File: config.mk
export PLATFORM = sky130hd
export DESIGN_NAME = c2p_cell
export DESIGN_NICKNAME = d
export VERILOG_FILES = /design/src/rtl/c2p_pkg.sv /design/src/rtl/c2p_cell.sv
export SDC_FILE = /design/constraint.sdc
export NUM_CORES = 1
export LEC_CHECK = 0
export BUFFER_PORTS_ARGS = -buffer_cell sky130_fd_sc_hd__buf_4
export CAP_MARGIN = 20
export CORE_MARGIN = 3
export CORE_UTILIZATION = 45
export CTS_CLUSTER_SIZE = 40
export DETAILED_ROUTE_END_ITERATION = 12
export PLACE_DENSITY = 0.9
export RECOVER_POWER = 50
export SLEW_MARGIN = 15
export SYNTH_ARGS = -nofsm -noshare
export SYNTH_HDL_FRONTEND = slang
export SYNTH_SLANG_ARGS = --single-unit
File: constraint.sdc
create_clock -name clock -period 5.5 [get_ports clock]
set_input_delay 1.1 -clock clock [delete_from_list [all_inputs] [get_ports clock]]
set_output_delay 1.1 -clock clock [all_outputs]
set_load 0.02 [all_outputs]
File: src/rtl/c2p_pkg.sv
`timescale 1ns / 1ps
// ----------------------------------------------------------------------------
// c2p_pkg
// Shared types, codes and constants of the chunky to planar line unit.
// ----------------------------------------------------------------------------
package c2p_pkg;

   // Register widths and reset values.
   localparam int CFG_PIXELS_W    = 10;
   localparam int CFG_PLANES_W    = 4;
   localparam int CFG_ROW_BYTES_W = 7;
   localparam int CSR_INDEX_W     = 2;
   localparam int CSR_DATA_W      = 10;

   localparam logic [CFG_PIXELS_W-1:0]    RST_LINE_PIXELS = 10'd320;
   localparam logic [CFG_PLANES_W-1:0]    RST_PLANE_COUNT = 4'd8;
   localparam logic [CFG_ROW_BYTES_W-1:0] RST_ROW_BYTES   = 7'd40;

   // Register indexes on the configuration port.
   localparam logic [CSR_INDEX_W-1:0] REG_LINE_PIXELS = 2'd0;
   localparam logic [CSR_INDEX_W-1:0] REG_PLANE_COUNT = 2'd1;
   localparam logic [CSR_INDEX_W-1:0] REG_ROW_BYTES   = 2'd2;

   // Request operations.
   localparam logic OP_PIXEL = 1'b0;
   localparam logic OP_FETCH = 1'b1;

   // Response status codes.
   localparam logic [1:0] ST_OK     = 2'd0;
   localparam logic [1:0] ST_EMPTY  = 2'd1;
   localparam logic [1:0] ST_BUSY   = 2'd2;
   localparam logic [1:0] ST_BOUNDS = 2'd3;

   // Default sizes of the line store.
   localparam int DEF_MAX_ROW_BYTES = 64;
   localparam int DEF_MAX_PLANES    = 8;

   // Column numbers carried to the cells; wide enough for 256 columns.
   localparam int COL_W = 8;

   // Control broadcast from the sequencer to every column cell.
   typedef struct packed {
      logic             clear;
      logic             shift;
      logic             write;
      logic [COL_W-1:0] col;
      logic [COL_W-1:0] last_col;
      logic [7:0]       mask;
      logic [7:0]       pixel;
   } cell_ctl_type;

   // One response as it waits in the output buffer.
   typedef struct packed {
      logic [1:0] status;
      logic [7:0] planar_byte;
      logic       last_of_line;
   } rsp_type;

endpackage

File: src/rtl/c2p_cell.sv
`timescale 1ns / 1ps
// ----------------------------------------------------------------------------
// c2p_cell
// One byte column of the line store: one byte for each plane. Pixels OR
// their bits into the column, and during a drain the column takes its
// right neighbor's contents, the window end taking the head column's.
// ----------------------------------------------------------------------------
module c2p_cell #(
   parameter int CELL_INDEX = 0,
   parameter int MAX_PLANES = c2p_pkg::DEF_MAX_PLANES
) (
   input  logic                       clock,
   input  logic                       reset,
   input  c2p_pkg::cell_ctl_type      ctl,
   input  logic                       head_valid,
   input  logic [MAX_PLANES-1:0][7:0] head_data,
   input  logic                       next_valid,
   input  logic [MAX_PLANES-1:0][7:0] next_data,
   output logic                       cell_valid,
   output logic [MAX_PLANES-1:0][7:0] cell_data
);

   localparam logic [c2p_pkg::COL_W-1:0] MY_COL = c2p_pkg::COL_W'(CELL_INDEX);

   logic                       valid_ff;
   logic                       valid_in;
   logic [MAX_PLANES-1:0][7:0] data_ff;
   logic [MAX_PLANES-1:0][7:0] data_in;
   logic [MAX_PLANES-1:0][7:0] new_bits;
   logic                       in_window;
   logic                       at_end;

   assign in_window = (MY_COL <= ctl.last_col);
   assign at_end    = (MY_COL == ctl.last_col);

   // Spread the pixel's bits over the planes at the pixel's bit position.
   always_comb begin
      for (int p = 0; p < MAX_PLANES; p++) begin
         new_bits[p] = ctl.pixel[p] ? ctl.mask : 8'h00;
      end
   end

   // Next contents: clear, rotate within the window, or merge a pixel.
   always_comb begin
      valid_in = valid_ff;
      data_in  = data_ff;
      if (ctl.clear) begin
         valid_in = 1'b0;
      end else if (ctl.shift && in_window) begin
         valid_in = at_end ? head_valid : next_valid;
         data_in  = at_end ? head_data : next_data;
      end else if (ctl.write && (ctl.col == MY_COL)) begin
         valid_in = 1'b1;
         data_in  = valid_ff ? (data_ff | new_bits) : new_bits;
      end
   end

   always_ff @(posedge clock) begin
      if (reset) begin
         valid_ff <= 1'b0;
      end else begin
         valid_ff <= valid_in;
      end
   end

   always_ff @(posedge clock) begin
      data_ff <= data_in;
   end

   // A column that is not valid reads as cleared.
   assign cell_valid = valid_ff;
   assign cell_data  = valid_ff ? data_ff : '0;

endmodule

==> impl_metrics.py <==
metrics = {
    "outcome": {
        "run_status": "finished with violations",
        "failed_checks": "max-capacitance violations, max-slew violations",
    },
    "logic_synthesis": {
        "postSynthCellCount": 448,
        "syn_area_sq_um": 4016,
        "post-synth-top-area-fraction_pct": 47.85,
        "synthDistinctLibCells": 17,
        "ys_ff_latch": 65,
        "synth_seq_area_share_pct": 48.35,
        "synth_nets": 615,
        "netlist.top_cell.by_area": "edfxtp_1",
        "synth_area_per_cell_sq_um": 8.965,
        "synth_warnings": 0,
        "largest_cells_by_area_after_synthesis": "edfxtp_1 48%, nand2_1 12%, a211oi_1 12%, and2_1 10%, a31oi_1 10%",
    },
    "global_route": {
        "first_global_vias": 4130,
        "grt_first_pass_wirelength_mm": 20.44,
        "antenna_violations_before_repair": 0,
        "grt_max_degree": 73,
        "grt-ovfl-total": 0,
        "grt_util_all_layers_pct": 26.09,
    },
    "layout": {
        "layout_commonest_cell": "buf_4",
        "post_route_cells_drive_above_1_share_pct": 38.54,
        "area.growth.synth_to_final_pct": 45.45,
        "diodes": 0,
        "finalInstanceArea_sq_um": 5842,
        "final_cell_mix": "232 x buf_4, 128 x nand2_1",
        "final_cells": 751,
        "design.final.nets": 808,
    },
    "floorplanning": {
        "row_count": 33,
        "total_die_area_sq_um": 10100,
        "die_width_microns": 100.5,
        "io_pins": 232,
        "design.core.area_sq_um": 8423,
        "die_height_microns": 100.5,
        "floorplan.initialDensity_pct": 47.68,
    },
    "routing": {
        "drt_iter0_markers": 309,
        "post_dr_vias_cell": 5.720,
        "antenna_left": 0,
        "top_layer_in_use": "met4",
        "vias": 4296,
        "detail_route.drc_violations": 0,
        "routed-wl-met3_mm": 1.496,
        "route.detailed.wl_per_inst_microns": 18.36,
        "drtPass1Iterations": 7,
        "route.layer.met1.wl_mm": 5.182,
        "met2RoutedLength_mm": 6.776,
        "routed_wl_mm": 13.79,
    },
    "pwr": {
        "vdd.ir_drop.worst_mv": 0.1016,
        "combPwrFrac_pct": 21.5,
        "post-layout-total-power_mw": 1.160,
        "clock_power_share_pct": 27.9,
        "p_leak_nw": 2.536,
        "power.density_nw_per_um2": 198.5,
        "cell_internal_pwr_mw": 0.8623,
        "sw_frac_of_total_pct": 25.63,
        "power.sequential.fraction_pct": 50.6,
        "netSwitchingPower_mw": 0.2972,
    },
    "sta": {
        "grt_setup_unrepaired": "no",
        "final.min_clock_period_ns": 3.442,
        "clock.fmax_mhz": 290.5,
        "timing.setup.tns_ns": 0,
        "finalCritPeriodShare_pct": 62.59,
        "slew_headroom_pct": -14.14,
        "timing_hold_violations_final": 0,
        "fin_skew_ns": 0.005973,
        "drv_slew": 67,
        "final-setup-viol-count": 0,
        "tightest_slew_ns": 1.710,
        "hold-worst-slack_ns": 0.7588,
    },
    "critical_path": {
        "crit_path_end_kind": "output pin",
        "critPathArrivalTime_ns": 2.34,
        "critical_path_class": "register to output pin",
        "critical_path.startpoint_type": "register",
        "top_fanout_value_on_the_critical_path": 66,
        "critical_path_required_ns": 4.40,
    },
    "placed_design": {
        "dpl.hpwl_mm": 9.831,
        "placedInstanceArea_sq_um": 5690,
        "place_inst": 735,
        "numPortBuffers": 231,
        "gpl.final_weighted_congestion": 0.8211,
    },
    "flow_run": {
        "max_cap_violations": 1,
    },
    "clocking": {
        "clockRootBuffer": "clkbuf_8",
        "cts.hold.buffers_added": 0,
        "cts_repair_resize_count": 0,
        "cts_made_buffers": 9,
        "clockBufferDepth": 2,
        "htree_levels": 3,
        "tritoncts": "yes",
        "clk_pin_slew_ns": 0.07,
        "clock_insertion_delay_at_the_later_pin_of_the_skew_report_ns": 0.33,
        "count_of_buffers_added_by_post_cts_timing_repair_for_setup": 0,
        "cts_sinks": 65,
    },
    "hold_path": {
        "timing.hold.worst.class": "register to register",
    },
}
==> path summary, 6_finish.rpt <==
check / depth (start not counted) / slack [ns] / to / startpoint
max reg2reg: 3 / 3.23 / data_ff[26] / cell_valid
max: 2 / 2.06 / cell_data[10] / cell_valid
min reg2reg: 3 / 0.76 / data_ff[56] / data_ff[56]
min: 3 / 0.76 / data_ff[56] / data_ff[56]
==> final cells by class <==
class                      instances  area [sq um]
clock buffer                      10         127.6
clock inverter                     6         25.02
fill                             644          2581
multi-input combinational        332          1867
sequential                        65          1942
tap                              105         131.4
timing repair buffer             233          1749
==> logic make-up after synthesis <==
| family | share of synthesized area [%] |
|---|---|
| multiplexers | 0.2492 |
| AND/OR/NAND/NOR | 23.64 |
| AO/OA/AOI/OAI | 22.31 |
| flip-flops | 48.35 |
| buffers and inverters | 5.452 |
==> per-layer routing <==
metal	vias up	GRT usage [%]
met5	-	0
met4	0	9.845
met3	29	3.806
met2	267	44.60
met1	1973	33.53
li1	2027	-
==> synthesized netlist by cell type <==
cell type	instances
nand2_1	129
and2_1	65
a211oi_1	64
a31oi_1	64
edfxtp_1	64
clkbuf_1	27
buf_1	16
buf_4	7
nor2_1	2
nor3_1	2
nor4_2	2
a2111oi_2	1
and4b_1	1
buf_2	1
dfxtp_1	1
mux2i_1	1
nor4_1	1
==> registers in the layout (all words and copies together), names as in the netlist <==
register,flops
cell_valid,1
data_ff,64
==> power by group through the flow <==
stage / sequential, mW / clock [mW] / combinational (mW)
4_1_cts: 0.587 / 0.329 / 0.248
3_3_place_gp: 0.596 / 0 / 0.242
3_5_place_dp: 0.598 / 0 / 0.247
2_1_floorplan: 0.593 / 0 / 0.113
5_1_grt: 0.590 / 0.349 / 0.268
6_report: 0.587 / 0.323 / 0.249
==> critical path, stage by stage (launching register included) <==
cell and delay, ns:
dfxtp_1 1.47, and2_1 0.36, buf_4 0.17
==> stage by stage <==
stage               utilization (%)  setup slack (ns)
finish                        69.36             2.058
detailed placement            67.56             2.100
CTS                           69.37             2.459
global placement              67.56             2.195
floorplan                         -            0.4678
global route                  69.36             1.821
Note: power is estimated with default switching activity, not from simulation.
