--- src/rtl/c2p_pkg.sv ---
`timescale 1ns / 1ps
// ----------------------------------------------------------------------------
// c2p_pkg
// Shared types, codes and constants of the chunky to planar line unit.
// ----------------------------------------------------------------------------
package c2p_pkg;

   // Register widths and reset values.
   localparam int CFG_PIXELS_W    = 10;
   localparam int CFG_PLANES_W    = 4;
   localparam int CFG_ROW_BYTES_W = 7;
   localparam int CSR_INDEX_W     = 2;
   localparam int CSR_DATA_W      = 10;

   localparam logic [CFG_PIXELS_W-1:0]    RST_LINE_PIXELS = 10'd320;
   localparam logic [CFG_PLANES_W-1:0]    RST_PLANE_COUNT = 4'd8;
   localparam logic [CFG_ROW_BYTES_W-1:0] RST_ROW_BYTES   = 7'd40;

   // Register indexes on the configuration port.
   localparam logic [CSR_INDEX_W-1:0] REG_LINE_PIXELS = 2'd0;
   localparam logic [CSR_INDEX_W-1:0] REG_PLANE_COUNT = 2'd1;
   localparam logic [CSR_INDEX_W-1:0] REG_ROW_BYTES   = 2'd2;

   // Request operations.
   localparam logic OP_PIXEL = 1'b0;
   localparam logic OP_FETCH = 1'b1;

   // Response status codes.
   localparam logic [1:0] ST_OK     = 2'd0;
   localparam logic [1:0] ST_EMPTY  = 2'd1;
   localparam logic [1:0] ST_BUSY   = 2'd2;
   localparam logic [1:0] ST_BOUNDS = 2'd3;

   // Default sizes of the line store.
   localparam int DEF_MAX_ROW_BYTES = 64;
   localparam int DEF_MAX_PLANES    = 8;

   // Column numbers carried to the cells; wide enough for 256 columns.
   localparam int COL_W = 8;

   // Control broadcast from the sequencer to every column cell.
   typedef struct packed {
      logic             clear;
      logic             shift;
      logic             write;
      logic [COL_W-1:0] col;
      logic [COL_W-1:0] last_col;
      logic [7:0]       mask;
      logic [7:0]       pixel;
   } cell_ctl_type;

   // One response as it waits in the output buffer.
   typedef struct packed {
      logic [1:0] status;
      logic [7:0] planar_byte;
      logic       last_of_line;
   } rsp_type;

endpackage

--- src/rtl/c2p_out_buf.sv ---
`timescale 1ns / 1ps
// ----------------------------------------------------------------------------
// c2p_out_buf
// Two-entry response buffer: an output register and a skid register, so a
// request is taken in the cycle the consumer stalls.
// ----------------------------------------------------------------------------
module c2p_out_buf (
   input  logic             clock,
   input  logic             reset,
   input  logic             in_valid,
   output logic             in_ready,
   input  c2p_pkg::rsp_type in_data,
   output logic             out_valid,
   input  logic             out_ready,
   output c2p_pkg::rsp_type out_data
);

   logic             main_valid_ff;
   logic             main_valid_in;
   logic             skid_valid_ff;
   logic             skid_valid_in;
   c2p_pkg::rsp_type main_ff;
   c2p_pkg::rsp_type main_in;
   c2p_pkg::rsp_type skid_ff;
   c2p_pkg::rsp_type skid_in;
   logic             push;
   logic             pop;

   assign in_ready = !skid_valid_ff;
   assign push     = in_valid && in_ready;
   assign pop      = main_valid_ff && out_ready;

   // Refill the output register from the skid entry first, then from input.
   always_comb begin
      main_valid_in = main_valid_ff;
      skid_valid_in = skid_valid_ff;
      main_in       = main_ff;
      skid_in       = skid_ff;
      if (skid_valid_ff) begin
         if (pop) begin
            main_in       = skid_ff;
            skid_valid_in = 1'b0;
         end
      end else if (push) begin
         if (!main_valid_ff || pop) begin
            main_in       = in_data;
            main_valid_in = 1'b1;
         end else begin
            skid_in       = in_data;
            skid_valid_in = 1'b1;
         end
      end else if (pop) begin
         main_valid_in = 1'b0;
      end
   end

   always_ff @(posedge clock) begin
      if (reset) begin
         main_valid_ff <= 1'b0;
         skid_valid_ff <= 1'b0;
      end else begin
         main_valid_ff <= main_valid_in;
         skid_valid_ff <= skid_valid_in;
      end
   end

   always_ff @(posedge clock) begin
      main_ff <= main_in;
      skid_ff <= skid_in;
   end

   assign out_valid = main_valid_ff;
   assign out_data  = main_ff;

   // The skid entry is only ever filled behind a full output register.
   a_skid_behind_main: assert property (@(posedge clock) disable iff (reset)
      skid_valid_ff |-> main_valid_ff)
      else $error("skid entry valid while output register is empty");

endmodule

--- config.mk ---
export PLATFORM = sky130hd
export DESIGN_NAME = c2p_out_buf
export DESIGN_NICKNAME = d
export VERILOG_FILES = /design/src/rtl/c2p_pkg.sv /design/src/rtl/c2p_out_buf.sv
export SDC_FILE = /design/constraint.sdc
export NUM_CORES = 1
export LEC_CHECK = 0
export BUFFER_PORTS_ARGS = -buffer_cell sky130_fd_sc_hd__buf_2
export CORE_UTILIZATION = 35
export DETAILED_ROUTE_END_ITERATION = 10
export SLEW_MARGIN = 15
export SYNTH_ARGS = -nofsm -noshare
export SYNTH_HDL_FRONTEND = slang
export SYNTH_SLANG_ARGS = --single-unit
--- constraint.sdc ---
create_clock -name clock -period 1.9 [get_ports clock]
set_input_delay 0.095 -clock clock [delete_from_list [all_inputs] [get_ports clock]]
set_output_delay 0.095 -clock clock [all_outputs]
set_load 0.01 [all_outputs]
==> summary.md, run 1 <==
| Metric | Value |
|---|---|
| Largest net degree at the start of global routing | `14` |
| Gates resized, CTS repair | `0` |
| Tot GR Track Use | `0.1195` |
| Endpoints failing setup | `0` |
| Clk pin slew, worst setup/hold paths | `0.12 ns` |
| Critical Path Start Type | `flip-flop` |
| Final Net Count | `111` |
| CTS Sinks | `24` |
| Asr flop ratio synth | `0` |
| Post-synth EDFFs | `22` |
| Synthesized cell area | `957.2 um2` |
| Peak supply drop | `0.4950 mV` |
| Die ar. | `2948 um2` |
| Max Clock Freq | `0.6255 GHz` |
| CTS max path bufs | `2` |
| Multi-input gate area | `214.0 um2` |
| Initial cell density of the core | `0.3795` |
| Antenna cells | `0` |
| CP max FO | `9` |
| Bufs and invs on worst path | `2` |
| Ys Warns | `0` |
| Crit path DAT | `1.85 ns` |
| Die H | `54.30 um` |
| Vias in the first global route | `547` |
| Max-slew violations | `0` |
| Crit path cell chain | `buf_4, a21oi_1, a211oi_1, dlygate4sd3_1` |
| Clk_lat worst skew | `0.30 ns` |
| Tot Pwr | `982.4 uW` |
| Power density cells | `758.6 nW/um2` |
| Initial antenna violation count | `0` |
| First-pass GRT wire length | `2366 um` |
| Post-synth top flop | `edfxtp_1` |
| Post-synth top area cell | `edfxtp_1` |
| Top post-synthesis cells by area | `edfxtp_1, mux2_4, mux2_2` |
| Fillers | `232` |
| DR WL/cell | `11.83 um` |
| Number of placement rows | `18` |
| Routed wire length | `1479 um` |
| Skew final | `0.002123 ns` |
| Pre-Repair DR Iteration Count | `2` |
| Synthesized Nets | `63` |
| Final Hold Viols | `0` |
| Hold Crit Class | `in -> reg` |
| Post-Syn Area per Cell | `19.94 um2` |
| Cells after Synth | `48` |
| Worst path slowest cell | `dfxtp_1` |
| Via count | `563` |
| Final Critical Period | `1.599 ns` |
| Share of post-route cells with drive strength above 1 | `0.4947` |
| CTS Hold Bufs | `14` |
| Post-synthesis sequential element count | `24` |
| Reg area | `700.7 um2` |
| Setup TNS | `0 ns` |
| Tcrit/Tclk final | `0.8414` |
| Root buf cell | `clkbuf_4` |
| CP top delay family | `buffers and inverters` |
| Routed vias/inst | `4.504` |
| CP required | `2.15 ns` |
| Layout area overhead | `35.29%` |
| CTS tree | `yes` |
| Max_slew headroom | `0.6779` |
| Placed wire-length estimate | `1001 um` |
| IO buf count | `27` |
| Max cap viols | `0` |
| RSZ-0062 raised after global routing | `no` |
| Drt drc | `0` |
| Setup CP Type | `reg -> reg` |
| Post-synth top area share | `0.6902` |
| CTS buffer count | `3` |
| Max incr delay on CP | `0.57 ns` |
| Sequential element share of the synthesized area | `0.7320` |
| Setup slack, reg-to-reg | `0.30 ns` |
| Post-DRT Antenna Nets | `0` |
| Post CTS Setup Buffer Count | `0` |
| Die X | `54.30 um` |
| Worst-Margin Slew | `0.4831 ns` |
| Core area | `2522 um2` |
| LEAKAGE | `0.0005157 uW` |
| Status | `completed` |
| Most common cell in the synthesized netlist | `edfxtp_1` |
| H-tree depth | `1` |
| Initial DRC count | `6` |
| Total gr overflow | `0` |
| Post-synth top cells | `edfxtp_1, mux2_4, mux2_2` |
| Setup crit end kind | `flip-flop` |
| Final GP Congestion | `0.6707` |
| Synth cell types | `14` |
| I/O pins | `28` |
## final timing paths
path / startpoint / depth (start not counted) / end
max: skid_valid_ff$_SDFF_PP0_ / 4 / skid_valid_ff$_SDFF_PP0_
max reg2reg: skid_valid_ff$_SDFF_PP0_ / 4 / skid_valid_ff$_SDFF_PP0_
min: in_valid / 3 / out_valid$_SDFFE_PP0P_
min reg2reg: skid_ff[1]$_DFFE_PP_ / 1 / out_data[1]$_DFFE_PP_
## flip-flops by register name (all words and copies together) (netlist names)
signal,count
skid_ff,11
skid_valid_ff,1
out_valid,1
out_data,11
## worst min-delay path: cells and delay by family
family          cells  cell delay (ns)
compound gates      1             0.07
buf+inv             2             0.18
## per-layer routing
| layer | part of all wire | wire length [um] | GRT usage | vias up |
|---|---|---|---|---|
| met5 | 0 | 0 | 0 | - |
| met4 | 0.0088 | 13 | 0.06410 | 0 |
| met3 | 0.054 | 80 | 0.03889 | 2 |
| met2 | 0.51 | 759 | 0.1911 | 15 |
| met1 | 0.42 | 625 | 0.1421 | 269 |
| li1 | - | - | - | 277 |
## through the flow
stage	cells	area (um2)	hold WS, ns	util	worst slack, ns
finish	125	1295	0.08291	0.5134	0.3013
global route	125	1295	0.08133	0.5134	0.1958
CTS	125	1295	0.07308	0.5134	0.2732
detailed placement	107	1129	0.2884	0.4474	0.4852
global placement	107	1129	0.2861	0.4474	0.5356
floorplan	48	957.2	0.1735	-	0.2588
## where the power goes
group | switching, uW | internal (uW) | leakage [uW]
Combinational | 59.3 | 84.2 | 0.000278
Sequential | 12.8 | 614 | 0.000223
Clock | 136 | 76.5 | 0.0000154
## placed cells by master (no fill, tap or decap)
cell type	instances
nand2b_1	1
a21oi_1	2
dlygate4sd3_1	14
dfxtp_1	2
clkinv_1	1
buf_2	27
buf_4	4
o32ai_2	1
inv_1	3
a211oi_1	1
clkbuf_4	3
mux2i_1	1
and4_1	1
mux2_4	6
mux2_2	5
edfxtp_1	22
and2b_2	1
## cells by family (layout without fill, tap and decap cells)
group	Yosys count	in the layout	share of synthesized area
AO/OA/AOI/OAI	4	4	0.03530
buffers and inverters	5	52	0.04444
flip-flops	24	24	0.7320
multiplexers	12	12	0.1634
AND/OR/NAND/NOR	3	3	0.02484
## layout make-up
class                      count  area share
multi-input combinational     19      0.1652
inverter                       3    0.008696
clock inverter                 1    0.002899
sequential                    24      0.5411
clock buffer                   3     0.01739
tap                           30     0.02899
timing repair buffer          45      0.2357
(Power assumes the default switching activity.)
==> run 2: changes to the inputs <==
- ABC_AREA: not set -> 1
- clock period: 1.9 -> 1.4 ns (I/O delays scaled with it)
==> run 2 against run 1 <==
Critical path depth is 1 higher; worst hold slack got worse by 0.046 ns; combinational power is 13% higher; critical endpoint is now skid_ff[7]$_DFFE_PP_; clock power increased by 42%; critical path type unchanged; sequential cell count is the same; largest power group unchanged; total power up 33%; count of clock-buffer cells in the layout did not move; sequential share of layout area rose by 1.5 points.
==> summary.md, run 2 <==
| Metric | Value |
|---|---|
| Status | `completed` |
| Die ar. | `2833 um2` |
| Critical Path Start | `out_valid$_SDFFE_PP0P_` |
| Final Net Count | `140` |
| Placed wire-length estimate | `1193 um` |
| Pint | `1011 uW` |
| Post-synth top area share | `0.7193` |
| Max-slew violations | `0` |
| CTS buffer count | `3` |
| Most frequent cells in the layout | `nand2_1, buf_2, edfxtp_1` |
| Setup TNS | `0 ns` |
| Crit path DAT | `1.27 ns` |
| Peak supply drop | `0.5222 mV` |
| Setup CP Type | `reg -> reg` |
| Worst-Margin Slew | `0.2013 ns` |
| Finished layout cell area | `1260 um2` |
| Via count | `667` |
| Pre-Repair DR Iteration Count | `4` |
| Post-synth top cells | `nand2_1, edfxtp_1, inv_1` |
| RSZ-0062 raised after global routing | `no` |
| Final Critical Period | `1.240 ns` |
| Synth cell types | `10` |
| Most common cell in the synthesized netlist | `nand2_1` |
| Synthesized cell area | `918.4 um2` |
| Sequential element share of the synthesized area | `0.7629` |
| Clk_lat worst skew | `0.31 ns` |
| Setup crit end kind | `flip-flop` |
| Endpoints failing setup | `0` |
| Tot GR Track Use | `0.1341` |
| Tcrit/Tclk final | `0.8857` |
| Routed vias/inst | `4.331` |
| Synthesized Nets | `93` |
| Drt drc | `0` |
| Max_slew headroom | `0.8656` |
| Post-synth top flop | `edfxtp_1` |
| Asr flop ratio synth | `0` |
| DR WL/cell | `10.79 um` |
| Pre-CTS setup slack | `0.1685 ns` |
| I/O pins | `28` |
| Layout area overhead | `37.19%` |
| Post-synth top area cell | `edfxtp_1` |
| CP max FO | `11` |
| H-tree depth | `1` |
| Vias in the first global route | `601` |
| Sw frac | `0.2236` |
| Post-DRT Antenna Nets | `0` |
| Initial cell density of the core | `0.3707` |
| Top post-synthesis cells by area | `edfxtp_1, nand2_1, dfxtp_1` |
| CTS max path bufs | `2` |
| Post-DP Area | `1114 um2` |
| Max cap viols | `0` |
| Most common cell after layout, fill and taps aside | `nand2_1` |
| Number of placement rows | `18` |
| Clock share of power | `0.231` |
| Post-Syn Area per Cell | `11.77 um2` |
| Routed wire length | `1661 um` |
| Post-synth EDFFs | `22` |
| Hold_sp | `out_ready` |
| First-pass GRT wire length | `2594 um` |
| Post CTS Setup Buffer Count | `0` |
| Power density cells | `1033 nW/um2` |
| Die X | `53.23 um` |
| Gates resized, CTS repair | `0` |
| NetSw | `291.2 uW` |
| CTS Sinks | `24` |
| Comb power frac | `0.124` |
| Share of post-route cells with drive strength above 1 | `0.2984` |
| Cells after Synth | `78` |
| Core area | `2477 um2` |
| Critical Path Start Type | `flip-flop` |
| Post-synthesis sequential element count | `24` |
| Clk pin slew, worst setup/hold paths | `0.12 ns` |
| Antenna cells | `0` |
| Sequential power share | `0.645` |
| Fillers | `252` |
| RR Startpoint | `out_valid$_SDFFE_PP0P_` |
| Hold Crit Class | `in -> reg` |
| Tot Pwr | `1302 uW` |
| CP required | `1.43 ns` |
| Ys Warns | `0` |
| Die H | `53.23 um` |
| CTS tree | `yes` |
| Max Clock Freq | `0.8064 GHz` |
| Initial antenna violation count | `0` |
| Largest net degree at the start of global routing | `14` |
| Root buf cell | `clkbuf_4` |
| Final GP Congestion | `0.6608` |
| Final worst setup slack | `0.1600 ns` |
| Final Hold Viols | `0` |
| Initial DRC count | `9` |
| LEAKAGE | `0.0005714 uW` |
| IO buf count | `27` |
| Total gr overflow | `0` |
| Skew final | `0.004110 ns` |
## run 2: changes by cell type after synthesis, moves of 2 or more
cell / change
mux2_2: -5
nand2_1: +40
inv_1: +3
nor2_1: +2
mux2_4: -6
## run 2: per-layer routing
layer | part of all wire | track usage
met1 | 0.46 | 0.1694
met2 | 0.48 | 0.2167
met3 | 0.050 | 0.02586
met4 | 0.0096 | 0.06579
met5 | 0 | 0
## run 2: what timing repair did
| item | 4_1_cts | 5_1_grt |
|---|---|---|
| endpoints found under the hold margin | 13 | 0 |
| hold buffers | 12 | 0 |
| setup endpoints to repair | 0 | 0 |
## run 2: cells by family (layout without fill, tap and decap cells)
group	after synthesis	count (layout)	share of synthesized area
AND/OR/NAND/NOR	43	43	0.1771
buffers and inverters	9	55	0.04904
AO/OA/AOI/OAI	2	2	0.01090
flip-flops	24	24	0.7629
## run 2: final timing paths
kind	slack, ns	to	cells past startpoint
setup / recovery	0.16	skid_ff[7]$_DFFE_PP_	5
hold / removal	0.04	skid_valid_ff$_SDFF_PP0_	4
setup reg to reg	0.16	skid_ff[7]$_DFFE_PP_	5
hold reg to reg	0.53	out_data[0]$_DFFE_PP_	2
## run 2: cell type report
cell class	count	area, um2	area share
Multi-Input combinational cell	45	176.4	0.1400
Inverter	7	26.28	0.02085
Tap cell	30	37.54	0.02979
Clock inverter	1	3.754	0.002979
Sequential cell	24	700.7	0.5561
Clock buffer	3	22.52	0.01787
Timing Repair Buffer	44	292.8	0.2324
## run 2: metrics by stage
stage          std cells  utilization  hold WS [ns]
2_1_floorplan         78            -        0.1391
6_report             154       0.5086       0.03681
3_5_place_dp         138       0.4495        0.2495
4_1_cts              154       0.5086       0.03393
5_1_grt              154       0.5086       0.05225
3_3_place_gp         138       0.4495        0.2500
## run 2: power groups by stage
stage	clock network, uW	registers, uW	logic (uW)
finish	300	840	162
detailed placement	0	857	139
global placement	0	855	136
floorplan	0	872	51.4
CTS	312	841	165
global route	334	844	182
## run 2: worst max-delay path, cell delays in order, from the launching register on
cell     delay [ns]
dfxtp_1        0.41
inv_1          0.06
nor2_1         0.16
nand2_1        0.09
inv_1          0.06
buf_4          0.18
